File: src/rtl/dbs_ram.sv
module dbs_ram #(
  parameter int WIDTH = 8,
  parameter int DEPTH = 256
) (
  input  logic                     clk,
  input  logic                     wr_en,
  input  logic [$clog2(DEPTH)-1:0] wr_addr,
  input  logic [WIDTH-1:0]         wr_data,
  input  logic                     rd_en,
  input  logic [$clog2(DEPTH)-1:0] rd_addr,
  output logic [WIDTH-1:0]         rd_data
);

  logic [WIDTH-1:0] mem [DEPTH];

  // Read-first: a read and a write of the same word in one cycle return the old word.
  always_ff @(posedge clk) begin
    if (wr_en) begin
      mem[wr_addr] <= wr_data;
    end
    if (rd_en) begin
      rd_data <= mem[rd_addr];
    end
  end

endmodule

File: config.mk
export PLATFORM = sky130hd
export DESIGN_NAME = dbs_ram
export DESIGN_NICKNAME = d
export VERILOG_FILES = /design/src/rtl/dbs_ram.sv
export SDC_FILE = /design/constraint.sdc
export NUM_CORES = 2
export LEC_CHECK = 0
export BUFFER_PORTS_ARGS = -buffer_cell sky130_fd_sc_hd__buf_2
export CAP_MARGIN = 20
export CORE_AREA = 4 4 452 454
export DETAILED_ROUTE_END_ITERATION = 8
export DIE_AREA = 0 0 456 458
export RECOVER_POWER = 50
export SETUP_SLACK_MARGIN = 0.4
export SYNTH_ARGS = -nofsm -noshare
export SYNTH_HDL_FRONTEND = slang
export SYNTH_SLANG_ARGS = --single-unit
File: constraint.sdc
create_clock -name clk -period 2.8 [get_ports clk]
set_clock_uncertainty 0.15 [all_clocks]
set_input_delay 0.28 -clock clk [delete_from_list [all_inputs] [get_ports clk]]
set_output_delay 0.28 -clock clk [all_outputs]
set_load 0.01 [all_outputs]
-- Yosys cells after proc, flatten, opt, wreduce, memory -nomap -nowiden
Memories as Yosys holds them, arrays and structs flattened. A register that Yosys moved wholly into a read port is not among the register bits.
Index checks and enable logic that the tools add are counted.
- memory bits (writable): 2048
- word-level logic and storage cells: 3
- register bits: 0
- bits of input ports: 27
- memories kept: 1
- output and inout port bits: 8
- multiplexer cells: 2
- memories (name ; depth ; bits a word ; rd ports ; clocked after Yosys merged registers in ; wr ports ; line ; source):
    mem ; 256 ; 8 ; 1 ; 1 ; 1 ; 14 ; logic [WIDTH-1:0] mem [DEPTH];
- operators by type and width (kind ; count):
    2-to-1 mux 1 bit ; 2

-- Depth between registers and ports, before layout
- depth after elaboration: 2
- depth in mapped cells: 11
- mapped depth without buffers: 6

-- Least setup slack after synthesis
Ideal clock, no wire load.
- kind: input to register
- start: input port rd_addr[0]
- end: register rd_data[2], read port of mem, data pin
- setup time: 0.269 ns
- cell stages on the path: 9
- required time: 2.381 ns
- data arrival time: 2.087 ns
- path buffers: 4
- slack: 0.294 ns
- cells stage by stage: buf_6 -> buf_12 -> buf_8 -> buf_2 -> mux4_2 -> a22oi_1 -> a21oi_1 -> nor4_1 -> nor4_2
- RTL lines (item ; line ; source):
    start: declaration ; 10 ; input logic [$clog2(DEPTH)-1:0] rd_addr,
    end: declaration ; 11 ; output logic [WIDTH-1:0] rd_data

==> results.toml <==
[job]
maxCapViolCount = 7

[timing]
worst_pin_slew_ns = 2.337
finalSetupViolations = 0
rsz0062_at_grt = "true"
max_freq_mhz = 381.6
period_share_pct = 93.59
drv_slew = 518
holdWs_ns = 0.09302
hold_violations = 0
relSlewSlack_pct = -55.77
fin_crit_ns = 2.620

[worst_setup_path]
reg2reg_depth = 7
start_kind = "flip-flop"
r2r-start = "mem[138][7]"
crit_arrival_ns = 3.06
critical_path.endpoint_type = "flip-flop"
cp.required_ns = 3.24
path_class = "flip-flop to flip-flop"
critPathMaxFanout = 1
r2r_end = "rd_data[7]"
r2r_setup_slack_ns = 0.18

[run_status]
violations = "capacitance limit, slew limit"
status = "finished, violations left"

[route]
drt_iter0_drc = 4505
postRouteAntennaNets = 0
routed-via-count = 40620
wl_per_cell_um = 28.16
drc = 0
viasPerCell = 5.582
drt_first_pass_iters = 6
wirelength_um = 204900

[final_layout]
area_delta_synth_final_pct = 19.03
post-route-util_pct = 47.48
drive_gt1_share_pct = 33.00
nFillCells = 16330
fin_cells = 7277
nets = 4474

[grt]
gr-usage-met3_pct = 2.978
gr-usage-met2_pct = 32.22
globalRouteTotalUtil_pct = 19.46
gr-total-overflow = 0
antenna_found_initial = 5
grt-busiest-layer = "met2"
grt_max_degree = 101
use_met1_pct = 26.90
grt_pass1_vias = 41040
grt_pass1_wl_um = 297600

[synth]
ys_ff_latch = 2056
synth_top_flop_cell = "edfxtp_1"
synthTopCellsByCount = "edfxtp_1, mux4_2, nor2_1"
yosysSeqAreaShare_pct = 77.53
syn_area_per_cell_um2 = 21.33
synth.most_common_cell = "edfxtp_1"
yosysWarningCount = 0
ys_types = 54
synth_top_cell_by_area = "edfxtp_1"
async_flop_share_pct = 0
synth-edff-count = 2056
synth_area_um2 = 79640
synth_top_area_share_pct = 77.53
synth_nets = 3760
synthTopCellsByArea = "edfxtp_1, mux4_2, mux2i_1"
syn_inst = 3733

[worst_hold_path]
holdPathStages = 4
worstHoldStart = "wr_addr[4]"
holdPathEnd = "mem[248][6]"
hold_path.class = "primary input to flip-flop"

[floorplanning]
start_util_pct = 39.89
die-area_um2 = 208800
core_region_area_um2 = 199700
num_io_pins = 35
fp.dieW_um = 456
die_y_um = 458
rows = 164

[power_and_ir_drop]
p_leak_nw = 30.50
peakVddDrop_mv = 0.6965
p_per_area_nw_per_um2 = 678.6

[place]
routabilityCongestion = 0.8329
place_hpwl_um = 134000
dp_cells = 6879
io_buffers = 34

[clocking]
cts_tree = "built"
clk_path_buf_depth = 3
clock_latency_ns = 0.84
clock-sinks = 2056
path_clk_slew_ns = 0.06
numCtsBuffers = 205
htreeDepth = 4
cts_root_buffer = "clkbuf_16"
-- worst max-delay path: stages, from the launching register on --
cell	delay [ns]
edfxtp_1	0.38
mux4_2	0.52
mux4_2	0.55
nor2_4	0.11
a2111oi_2	0.05
nor3_2	0.33
buf_4	0.23
nor4_2	0.06
-- kinds of logic (layout without fill, tap and decap cells) --
logic type | after synthesis | count (layout) | synth area share, %
AO/OA/AOI/OAI | 385 | 385 | 3.416
multiplexers | 591 | 591 | 14.60
buffers and inverters | 235 | 1117 | 1.829
other | 0 | 6 | 0
AND/OR/NAND/NOR | 466 | 466 | 2.625
flip-flops | 2056 | 2056 | 77.53
-- what timing repair did --
item,4_1_cts,5_1_grt
resized for setup,46,14
pin swaps,15,16
hold buffers,17,0
endpoints found under the hold margin,963,0
endpoints found under the setup margin,8,8
buffers inserted,0,0
-- cell type report --
type / count / area [µm²] / area share (%)
multi-input combinational: 1442 / 16820 / 17.75
tap: 2656 / 3323 / 3.506
clock buffer: 251 / 5388 / 5.684
clock inverter: 124 / 1129 / 1.191
sequential: 2056 / 61740 / 65.13
inverter: 2 / 7.507 / 0.007920
timing repair buffer: 740 / 6366 / 6.716
antenna: 6 / 15.01 / 0.01584
-- where the power goes --
| group | switching [mW] | internal [mW] |
|---|---|---|
| sequential | 0.0493 | 34.0 |
| combinational | 2.14 | 1.45 |
| clock | 11.5 | 15.2 |
-- registers in the layout, summed over array words and instances, names as in the netlist --
name     cells
mem       2048
rd_data      8
-- routing by layer --
metal | up-vias | routed length, µm
li1 | 17190 | -
met1 | 21660 | 83670
met2 | 1474 | 102000
met3 | 302 | 13590
met4 | 0 | 5719
met5 | - | 0
-- metrics by stage --
stage | cell area, µm² | total power, mW | setup WS (ns) | setup TNS [ns]
6_report | 94790 | 64.32 | 0.1796 | 0
5_1_grt | 94780 | 66.36 | 0.1292 | 0
4_1_cts | 94810 | 64.84 | 0.1888 | 0
3_5_place_dp | 87870 | 38.20 | -0.8316 | -5.342
3_3_place_gp | 87870 | 38.15 | -0.9418 | -5.322
2_1_floorplan | 79780 | 36.30 | 0.3798 | 0
-- cell usage in the layout, fill, tap and decap left out, types with 11 or more instances in the layout --
master | Yosys | layout
nor3_1 | 22 | 13
nor2b_1 | 31 | 27
clkinv_2 | 0 | 35
mux2i_1 | 134 | 134
clkbuf_16 | 0 | 209
nor4_2 | 3 | 12
nor4_1 | 24 | 12
nor2_1 | 282 | 276
a21oi_1 | 96 | 95
o22ai_1 | 28 | 28
dlygate4sd3_1 | 0 | 17
mux4_2 | 454 | 455
clkbuf_1 | 111 | 49
buf_2 | 31 | 20
a211oi_1 | 16 | 11
edfxtp_1 | 2056 | 2056
o221ai_1 | 46 | 44
buf_4 | 27 | 608
nand3_1 | 34 | 33
a22oi_1 | 133 | 131
bufinv_16 | 0 | 17
clkinv_1 | 1 | 50
buf_12 | 8 | 68
clkbuf_2 | 0 | 13
nand2_1 | 33 | 33
-- worst max path at each step --
stage / from / endpoint / slack, ns / depth (start not counted)
6_report: mem[138][7] / rd_data[7] / 0.18 / 7
3_3_place_gp: rd_addr[0] / rd_data[2] / -0.94 / 10
2_1_floorplan: rd_addr[0] / rd_data[2] / 0.38 / 9
4_1_cts: mem[138][1] / rd_data[1] / 0.19 / 7
3_5_place_dp: rd_addr[0] / rd_data[1] / -0.83 / 11
5_1_grt: wr_data[3] / mem[238][3] / 0.13 / 3
Power figures use the tool's default switching activity.
